**config.mk**
```make
export PLATFORM = sky130hd
export DESIGN_NAME = printable_string_extractor
export DESIGN_NICKNAME = d
export VERILOG_FILES = /design/src/hdl/pse_pkg.sv /design/src/hdl/pse_front.sv /design/src/hdl/pse_lenq.sv /design/src/hdl/pse_back.sv /design/src/hdl/printable_string_extractor.sv
export VERILOG_INCLUDE_DIRS = /design/src /design/src/hdl
export SDC_FILE = /design/constraint.sdc
export NUM_CORES = 1
export LEC_CHECK = 0
export BUFFER_PORTS_ARGS = -buffer_cell sky130_fd_sc_hd__buf_4
export CAP_MARGIN = 20
export CORE_MARGIN = 4
export CORE_UTILIZATION = 40
export DETAILED_ROUTE_END_ITERATION = 6
export SYNTH_ARGS = -nofsm -noshare
export SYNTH_HDL_FRONTEND = slang
export SYNTH_HIERARCHICAL = 1
export SYNTH_SLANG_ARGS = --single-unit
```
**constraint.sdc**
```tcl
create_clock -name clk -period 6.8 [get_ports clk]
set_clock_uncertainty 0.05 [all_clocks]
set_input_delay 1.36 -clock clk [delete_from_list [all_inputs] [get_ports clk]]
set_output_delay 1.36 -clock clk [all_outputs]
set_load 0.1 [all_outputs]
```
**src/hdl/printable_string_extractor_assert.svh**
```systemverilog
// Assertion macros for the printable string extractor.
// Depends on a clock named clk and an active-low reset named rst_n in the using scope.
`ifndef PRINTABLE_STRING_EXTRACTOR_ASSERT_SVH
`define PRINTABLE_STRING_EXTRACTOR_ASSERT_SVH

// Same-cycle implication, checked outside reset
`define PSE_ASSERT_NOW(label, ante, cons) \
    label: assert property (@(posedge clk) disable iff (!rst_n) (ante) |-> (cons)) \
        else $error("pse assertion failed");

// Next-cycle implication, checked outside reset
`define PSE_ASSERT_NEXT(label, ante, cons) \
    label: assert property (@(posedge clk) disable iff (!rst_n) (ante) |=> (cons)) \
        else $error("pse assertion failed");

`endif

```
**src/hdl/pse_pkg.sv**
```systemverilog
// Shared types and constants for the printable string extractor.
// No dependencies; imported by every module of the block.
package pse_pkg;

    localparam int MAX_RUN     = 64;
    localparam int RUN_LEN_W   = $clog2(MAX_RUN + 1);
    localparam int RUN_IDX_W   = $clog2(MAX_RUN);
    localparam int RING_DEPTH  = 2 * MAX_RUN;
    localparam int RING_AW     = $clog2(RING_DEPTH);
    localparam int LENQ_DEPTH  = 4;
    localparam int LENQ_AW     = $clog2(LENQ_DEPTH);
    localparam int LENQ_CW     = $clog2(LENQ_DEPTH + 1);

    localparam logic [6:0]  MIN_LENGTH_RST   = 7'd4;
    localparam logic [6:0]  MAX_LENGTH_RST   = 7'd64;
    localparam logic [31:0] SEARCH_LIMIT_RST = 32'd1048576;
    localparam logic [9:0]  STRING_LIMIT_RST = 10'd1000;

    typedef enum logic [1:0] {
        CFG_MIN_LENGTH,
        CFG_MAX_LENGTH,
        CFG_SEARCH_LIMIT,
        CFG_STRING_LIMIT
    } pse_cfg_idx_t;

    typedef struct packed {
        logic [7:0] data_byte;
        logic       end_of_data;
    } pse_byte_t;

    typedef struct packed {
        logic [6:0] char_code;
        logic       string_last;
    } pse_char_t;

    typedef struct packed {
        logic [6:0]  min_length;
        logic [6:0]  max_length;
        logic [31:0] search_limit;
        logic [9:0]  string_limit;
    } pse_cfg_t;

    // Character write into the ring buffer
    typedef struct packed {
        logic               en;
        logic [RING_AW-1:0] addr;
        logic [6:0]         code;
    } pse_wr_t;

    // String request to the length queue: length minus one
    typedef struct packed {
        logic                 push;
        logic [RUN_IDX_W-1:0] len_m1;
    } pse_cmd_t;

    typedef struct packed {
        logic [RING_AW:0] wr_ptr;
    } pse_front_st_t;

endpackage

```
**src/hdl/pse_front.sv**
```systemverilog
// Front end: accepts bytes, tracks runs and counters, writes the ring buffer.
// Depends on pse_pkg; issues string requests to pse_lenq.
module pse_front (
    input  logic                      clk,
    input  logic                      rst_n,
    input  pse_pkg::pse_cfg_t         cfg,
    input  logic                      byte_valid,
    output logic                      byte_stall,
    input  pse_pkg::pse_byte_t        byte_data,
    input  logic [pse_pkg::RING_AW:0] rd_ptr,
    input  logic                      q_full,
    output pse_pkg::pse_wr_t          wr,
    output pse_pkg::pse_cmd_t         cmd,
    output pse_pkg::pse_front_st_t    status
);
    import pse_pkg::*;

    logic [RING_AW:0]   run_start_reg, run_start_next;
    logic [RUN_LEN_W-1:0] run_len_reg, run_len_next;
    logic [31:0]        byte_pos_reg, byte_pos_next;
    logic [9:0]         str_cnt_reg, str_cnt_next;

    logic [RING_AW:0]   wr_ptr;
    logic [RING_AW:0]   occupancy;
    logic               accept;
    logic               in_window;
    logic               window_end;
    logic               printable;
    logic [RUN_LEN_W-1:0] len_after;
    logic [RUN_LEN_W-1:0] min_eff;
    logic [RUN_LEN_W-1:0] max_eff;
    logic               flush;
    logic               emit;

    assign wr_ptr     = run_start_reg + {{(RING_AW + 1 - RUN_LEN_W){1'b0}}, run_len_reg};
    assign occupancy  = wr_ptr - rd_ptr;
    // Hold input while the ring is full or no queue slot remains for a string
    assign byte_stall = (occupancy == (RING_AW + 1)'(RING_DEPTH)) || q_full;
    assign accept     = byte_valid && !byte_stall;

    assign min_eff = (cfg.min_length == 7'd0) ? RUN_LEN_W'(1) : RUN_LEN_W'(cfg.min_length);
    assign max_eff = (cfg.max_length > 7'(MAX_RUN)) ? RUN_LEN_W'(MAX_RUN)
                                                    : RUN_LEN_W'(cfg.max_length);

    assign in_window  = byte_pos_reg < cfg.search_limit;
    assign window_end = ({1'b0, byte_pos_reg} + 33'd1) == {1'b0, cfg.search_limit};
    assign printable  = (byte_data.data_byte >= 8'h20) && (byte_data.data_byte <= 8'h7E);
    assign len_after  = run_len_reg + (printable ? RUN_LEN_W'(1) : RUN_LEN_W'(0));

    // At most one string leaves per byte: any second flush sees an empty run
    assign flush = (printable ? (len_after >= max_eff) : 1'b1)
                   || byte_data.end_of_data || window_end;
    assign emit  = in_window && flush && (len_after >= min_eff)
                   && (str_cnt_reg < cfg.string_limit);

    assign wr.en      = accept && in_window && printable;
    assign wr.addr    = wr_ptr[RING_AW-1:0];
    assign wr.code    = byte_data.data_byte[6:0];
    assign cmd.push   = accept && emit;
    assign cmd.len_m1 = RUN_IDX_W'(len_after - RUN_LEN_W'(1));
    assign status.wr_ptr = wr_ptr;

    always_comb
    begin
        run_start_next = run_start_reg;
        run_len_next   = run_len_reg;
        byte_pos_next  = byte_pos_reg;
        str_cnt_next   = str_cnt_reg;
        if (accept)
        begin
            if (in_window)
            begin
                if (flush)
                begin
                    // Commit the run on emit, otherwise rewind over it
                    if (emit)
                    begin
                        run_start_next = run_start_reg
                                         + {{(RING_AW + 1 - RUN_LEN_W){1'b0}}, len_after};
                        str_cnt_next   = str_cnt_reg + 10'd1;
                    end
                    run_len_next = '0;
                end
                else
                begin
                    run_len_next = len_after;
                end
            end
            if (byte_pos_reg != 32'hFFFF_FFFF)
            begin
                byte_pos_next = byte_pos_reg + 32'd1;
            end
            if (byte_data.end_of_data)
            begin
                run_len_next  = '0;
                byte_pos_next = '0;
                str_cnt_next  = '0;
            end
        end
    end

    always_ff @(posedge clk or negedge rst_n)
    begin
        if (!rst_n)
        begin
            run_start_reg <= '0;
            run_len_reg   <= '0;
            byte_pos_reg  <= '0;
            str_cnt_reg   <= '0;
        end
        else
        begin
            run_start_reg <= run_start_next;
            run_len_reg   <= run_len_next;
            byte_pos_reg  <= byte_pos_next;
            str_cnt_reg   <= str_cnt_next;
        end
    end

endmodule

```
**src/hdl/pse_lenq.sv**
```systemverilog
// Short queue of string lengths between the front end and the back end.
// Depends on pse_pkg.
module pse_lenq (
    input  logic                          clk,
    input  logic                          rst_n,
    input  pse_pkg::pse_cmd_t             cmd,
    input  logic                          pop,
    output logic                          q_valid,
    output logic                          q_full,
    output logic [pse_pkg::RUN_IDX_W-1:0] q_len_m1
);
    import pse_pkg::*;

    logic [RUN_IDX_W-1:0] slot_reg [LENQ_DEPTH];
    logic [LENQ_AW-1:0]   wp_reg, wp_next;
    logic [LENQ_AW-1:0]   rp_reg, rp_next;
    logic [LENQ_CW-1:0]   cnt_reg, cnt_next;
    logic                 do_push;
    logic                 do_pop;

    assign q_full   = cnt_reg == LENQ_CW'(LENQ_DEPTH);
    assign q_valid  = cnt_reg != '0;
    assign q_len_m1 = slot_reg[rp_reg];
    assign do_push  = cmd.push && !q_full;
    assign do_pop   = pop && q_valid;

    always_comb
    begin
        wp_next  = do_push ? wp_reg + LENQ_AW'(1) : wp_reg;
        rp_next  = do_pop ? rp_reg + LENQ_AW'(1) : rp_reg;
        cnt_next = cnt_reg + (do_push ? LENQ_CW'(1) : '0) - (do_pop ? LENQ_CW'(1) : '0);
    end

    always_ff @(posedge clk)
    begin
        if (do_push)
        begin
            slot_reg[wp_reg] <= cmd.len_m1;
        end
    end

    always_ff @(posedge clk or negedge rst_n)
    begin
        if (!rst_n)
        begin
            wp_reg  <= '0;
            rp_reg  <= '0;
            cnt_reg <= '0;
        end
        else
        begin
            wp_reg  <= wp_next;
            rp_reg  <= rp_next;
            cnt_reg <= cnt_next;
        end
    end

endmodule

```
**src/hdl/pse_back.sv**
```systemverilog
// Back end: holds the character ring and drains committed strings to the output.
// Depends on pse_pkg; takes string lengths from pse_lenq.
module pse_back (
    input  logic                          clk,
    input  logic                          rst_n,
    input  pse_pkg::pse_wr_t              wr,
    input  logic                          q_valid,
    input  logic [pse_pkg::RUN_IDX_W-1:0] q_len_m1,
    output logic                          pop,
    output logic [pse_pkg::RING_AW:0]     rd_ptr,
    output logic                          char_valid,
    input  logic                          char_stall,
    output pse_pkg::pse_char_t            char_data
);
    import pse_pkg::*;

    logic [6:0]           ring_mem [RING_DEPTH];
    logic [6:0]           rd_q_reg;
    logic                 active_reg, active_next;
    logic [RUN_LEN_W-1:0] rem_reg, rem_next;
    logic [RING_AW:0]     rd_ptr_reg, rd_ptr_next;
    logic                 pend_reg, pend_next;
    logic                 pend_last_reg, pend_last_next;
    logic                 out_valid_reg, out_valid_next;
    pse_char_t            out_reg, out_next;
    logic                 out_free;
    logic                 issue;

    assign out_free = !out_valid_reg || !char_stall;
    // Read only when nothing is in flight, so the fetched char always finds the output free
    assign issue    = active_reg && !pend_reg && out_free;
    assign pop      = !active_reg && q_valid;

    assign rd_ptr     = rd_ptr_reg;
    assign char_valid = out_valid_reg;
    assign char_data  = out_reg;

    always_comb
    begin
        active_next    = active_reg;
        rem_next       = rem_reg;
        rd_ptr_next    = rd_ptr_reg;
        pend_next      = 1'b0;
        pend_last_next = pend_last_reg;
        out_valid_next = out_valid_reg;
        out_next       = out_reg;
        if (pop)
        begin
            active_next = 1'b1;
            rem_next    = RUN_LEN_W'(q_len_m1) + RUN_LEN_W'(1);
        end
        if (issue)
        begin
            rem_next       = rem_reg - RUN_LEN_W'(1);
            active_next    = rem_reg != RUN_LEN_W'(1);
            rd_ptr_next    = rd_ptr_reg + (RING_AW + 1)'(1);
            pend_next      = 1'b1;
            pend_last_next = rem_reg == RUN_LEN_W'(1);
        end
        if (pend_reg)
        begin
            out_valid_next       = 1'b1;
            out_next.char_code   = rd_q_reg;
            out_next.string_last = pend_last_reg;
        end
        else if (!char_stall)
        begin
            out_valid_next = 1'b0;
        end
    end

    always_ff @(posedge clk)
    begin
        if (wr.en)
        begin
            ring_mem[wr.addr] <= wr.code;
        end
        if (issue)
        begin
            rd_q_reg <= ring_mem[rd_ptr_reg[RING_AW-1:0]];
        end
        pend_last_reg <= pend_last_next;
        out_reg       <= out_next;
    end

    always_ff @(posedge clk or negedge rst_n)
    begin
        if (!rst_n)
        begin
            active_reg    <= 1'b0;
            rem_reg       <= '0;
            rd_ptr_reg    <= '0;
            pend_reg      <= 1'b0;
            out_valid_reg <= 1'b0;
        end
        else
        begin
            active_reg    <= active_next;
            rem_reg       <= rem_next;
            rd_ptr_reg    <= rd_ptr_next;
            pend_reg      <= pend_next;
            out_valid_reg <= out_valid_next;
        end
    end

endmodule

```
**src/hdl/printable_string_extractor.sv**
```systemverilog
// Path: string length -> length queue -> back end pop -> ring read (rd_q_reg) -> out_reg.
// Throughput: one input byte per cycle while the 128-char ring and the 4-entry length
// queue have room; output drains one char at a time, as each ring read waits for the
// last char to reach out_reg. Sustained rate is bounded by the output drain.
// Reset: counters, pointers, queue and config registers clear to defaults at once;
// the ring memory is not cleared and needs no clearing pass.
module printable_string_extractor (
    input  logic               clk,
    input  logic               rst_n,
    input  logic               byte_valid,
    output logic               byte_stall,
    input  pse_pkg::pse_byte_t byte_data,
    output logic               char_valid,
    input  logic               char_stall,
    output pse_pkg::pse_char_t char_data,
    input  logic               cfg_valid,
    output logic               cfg_ready,
    input  logic [1:0]         cfg_index,
    input  logic [31:0]        cfg_data
);
    import pse_pkg::*;
    `include "printable_string_extractor_assert.svh"

    pse_cfg_t             cfg_reg, cfg_next;
    pse_wr_t              wr;
    pse_cmd_t             cmd;
    pse_front_st_t        front_st;
    logic [RING_AW:0]     rd_ptr;
    logic                 q_valid;
    logic                 q_full;
    logic [RUN_IDX_W-1:0] q_len_m1;
    logic                 pop;

    assign cfg_ready = 1'b1;

    always_comb
    begin
        cfg_next = cfg_reg;
        if (cfg_valid)
        begin
            unique case (pse_cfg_idx_t'(cfg_index))
                CFG_MIN_LENGTH:   cfg_next.min_length   = cfg_data[6:0];
                CFG_MAX_LENGTH:   cfg_next.max_length   = cfg_data[6:0];
                CFG_SEARCH_LIMIT: cfg_next.search_limit = cfg_data;
                CFG_STRING_LIMIT: cfg_next.string_limit = cfg_data[9:0];
                default:          cfg_next = cfg_reg;
            endcase
        end
    end

    always_ff @(posedge clk or negedge rst_n)
    begin
        if (!rst_n)
        begin
            cfg_reg.min_length   <= MIN_LENGTH_RST;
            cfg_reg.max_length   <= MAX_LENGTH_RST;
            cfg_reg.search_limit <= SEARCH_LIMIT_RST;
            cfg_reg.string_limit <= STRING_LIMIT_RST;
        end
        else
        begin
            cfg_reg <= cfg_next;
        end
    end

    pse_front u_front (
        .clk        (clk),
        .rst_n      (rst_n),
        .cfg        (cfg_reg),
        .byte_valid (byte_valid),
        .byte_stall (byte_stall),
        .byte_data  (byte_data),
        .rd_ptr     (rd_ptr),
        .q_full     (q_full),
        .wr         (wr),
        .cmd        (cmd),
        .status     (front_st)
    );

    pse_lenq u_lenq (
        .clk      (clk),
        .rst_n    (rst_n),
        .cmd      (cmd),
        .pop      (pop),
        .q_valid  (q_valid),
        .q_full   (q_full),
        .q_len_m1 (q_len_m1)
    );

    pse_back u_back (
        .clk        (clk),
        .rst_n      (rst_n),
        .wr         (wr),
        .q_valid    (q_valid),
        .q_len_m1   (q_len_m1),
        .pop        (pop),
        .rd_ptr     (rd_ptr),
        .char_valid (char_valid),
        .char_stall (char_stall),
        .char_data  (char_data)
    );

    `PSE_ASSERT_NOW(a_ring_bound, 1'b1,
        (front_st.wr_ptr - rd_ptr) <= (RING_AW + 1)'(RING_DEPTH))
    `PSE_ASSERT_NOW(a_no_push_full, cmd.push, !q_full)
    `PSE_ASSERT_NOW(a_char_printable, char_valid,
        (char_data.char_code >= 7'h20) && (char_data.char_code <= 7'h7E))
    `PSE_ASSERT_NEXT(a_pop_then_busy, pop, !pop)

endmodule

```
==> impl_metrics.tcl <==
set metrics [dict create \
    crit_path_start_kind "flop" \
    cts_resized 0 \
    post-place-cells 4314 \
    drv_cap 0 \
    period_needed_ns 6.169 \
    final_net_count 3043 \
    vdd.ir_drop.worst_mv 0.2849 \
    ff_latch_area_um2 31580 \
    worstPathArrival_ns 4.76 \
    fin_total_pwr_mw 18.83 \
    die-width_um 350.1 \
    finalCoreUtilization_pct 44.92 \
    grt_max_degree 139 \
    first_global_vias 26312 \
    cts-root-to-sink-buffers 3 \
    cts_inserted_buffers 108 \
    chipHeight_um 350.1 \
    rsz0062_at_grt "false" \
    vias_per_cell 5.711 \
    num_rows 125 \
    outcome "completed" \
    fin_crit_sh_pct 90.73 \
    syn-num-nets 2985 \
    final_antenna_net_count 0 \
    worst_slew_pin_slew_ns 1.135 \
    die_area_um2 122600 \
    cp_cell_sequence "ha_1, fa_1, a21o_1, a21oi_1, xnor2_1, ha_1, nand3_1, a21oi_1, a211oi_1, mux2_2, or3_1, o21bai_1, buf_4" \
    htreeDepth 3 \
    io_buffers 57 \
    cp_slowest_stage_delay_ns 0.41 \
    crit_required_ns 5.39 \
    worst_path_dominant_cell_family "adder cells" \
    ys_warn_count 6 \
    initialDrtViolationCount 2346 \
    synth.avg_cell_area_um2 16.47 \
    final_cells 4515 \
    worstSkewPairLatency_ns 0.69 \
    ctsRootBufferMaster "sky130_fd_sc_hd__clkbuf_16" \
    largest_register_ff_count 896 \
    clock_tree_from_tritoncts "yes" \
    antenna_found_initial 0 \
    sum_of_negative_setup_slack_ns 0 \
    clock-sinks 1074 \
    final.setup.worst_slack_ns 0.6307 \
    core_um2 116200 \
    cts.reportedPaths.clkPinSlew_ns 0.07 \
    dr.pass1.iters 5 \
    dpl_wire_length_um 71340 \
    detail_route.wirelength_um 113000 \
    synth_cells 2843 \
    layout_stage_area_growth_over_the_synthesis_result_pct 11.50 \
    io-pin-count 59 \
    cts_hold_bufs 0 \
    total_leakage_power_nw 17.72 \
    report.final.slew_viol_count 0 \
    grt_util_overall_pct 18.47 \
    critical_path_class "reg -> out" \
    slew_headroom_pct 24.31 \
    post_synth_instance_area_um2 46810 \
    worstSetupEndpointType "primary output" \
    first_pass_grt_wire_length_um 171200 \
    overflow 0 \
    dr_total_vias 25786 \
    p_per_area_nw_per_um2 360.8 \
    avgRoutedWirePerCell_um 25.03 \
    layout_commonest_cell "sky130_fd_sc_hd__edfxtp_1" \
    cpMaxStageDelayCell "sky130_fd_sc_hd__fa_1" \
    multiInputGateArea_um2 13960 \
    gp_congestion 0.8619 \
    starting_density_of_the_core_pct 40.28 \
    remaining_drc_errors 0 \
    setup-violations-final 0 \
    post_cts_setup_buffer_count 0 \
    layout.cells.most_common_list "sky130_fd_sc_hd__edfxtp_1 (936), sky130_fd_sc_hd__nor2_1 (196), sky130_fd_sc_hd__mux4_2 (190)" \
    worstPathMaxFanout 8 \
    timing.hold.worst.class "reg -> reg" \
    place_ws_ns 0.9427 \
    final_layout_size_suffix_gt1_share_pct 19.69 \
    max_freq_mhz 162.1 \
    hold_violations 0 \
    critical_path_buf_inv_count 1 \
    insertedDiodeCount 0 \
    filler_cell_count 9933 \
]
-- layer usage --
metal	part of all wire (%)	up-vias	GRT usage, %
li1	-	11345	-
met1	43	13442	25.46
met2	49	834	30.44
met3	5.7	165	2.681
met4	2.7	0	5.935
met5	0	-	0
-- path summary, 6_finish.rpt --
kind / startpoint / endpoint / slack (ns) / depth (start not counted)
hold / removal: u_back/rd_q_reg[4] / u_back/char_data[5] / 0.37 / 0
max in group asynchronous: rst_n / u_back/rd_ptr[0] / 4.55 / 2
min in group asynchronous: rst_n / u_front/byte_pos_reg[17] / 0.68 / 1
setup reg to reg: u_front/run_start_reg[0] / u_lenq/cnt_reg[2] / 1.14 / 21
setup / recovery: u_front/run_start_reg[0] / byte_stall / 0.63 / 13
hold reg to reg: u_back/rd_q_reg[4] / u_back/char_data[5] / 0.37 / 0
-- worst reg2reg max path: cells and delay by family (launching register included) --
| family | cells | cell delay, ns |
|---|---|---|
| flip-flops | 1 | 0.40 |
| buffers and inverters | 1 | 0.04 |
| AND/OR/NAND/NOR | 3 | 0.83 |
| XOR/XNOR | 4 | 0.97 |
| AO/OA/AOI/OAI | 7 | 1.29 |
| adder cells (fa/ha/maj) | 6 | 1.94 |
-- stage by stage --
step / hold slack (ns) / instance area (um2)
after floorplan: 0.3503 / 46810
after global placement: 0.3632 / 48620
after detailed placement: 0.3652 / 48630
after CTS: 0.3789 / 52190
after global routing: 0.3871 / 52200
final: 0.3747 / 52200
-- layout make-up --
class | instances | share of cell area [%]
Sequential cell | 1074 | 60.51
Multi-Input combinational cell | 1520 | 26.74
Clock buffer | 125 | 5.338
Tap cell | 1524 | 3.653
Timing Repair Buffer | 112 | 1.666
Clock inverter | 75 | 1.484
Inverter | 85 | 0.6113
-- where the power goes --
part | switching (mW) | internal, mW | leakage (nW)
clock | 2.55 | 3.38 | 1.73
combinational | 2.96 | 2.10 | 5.85
sequential | 0.390 | 7.46 | 10.1
total | 5.90 | 12.9 | 17.7
(Power assumes the default switching activity.)
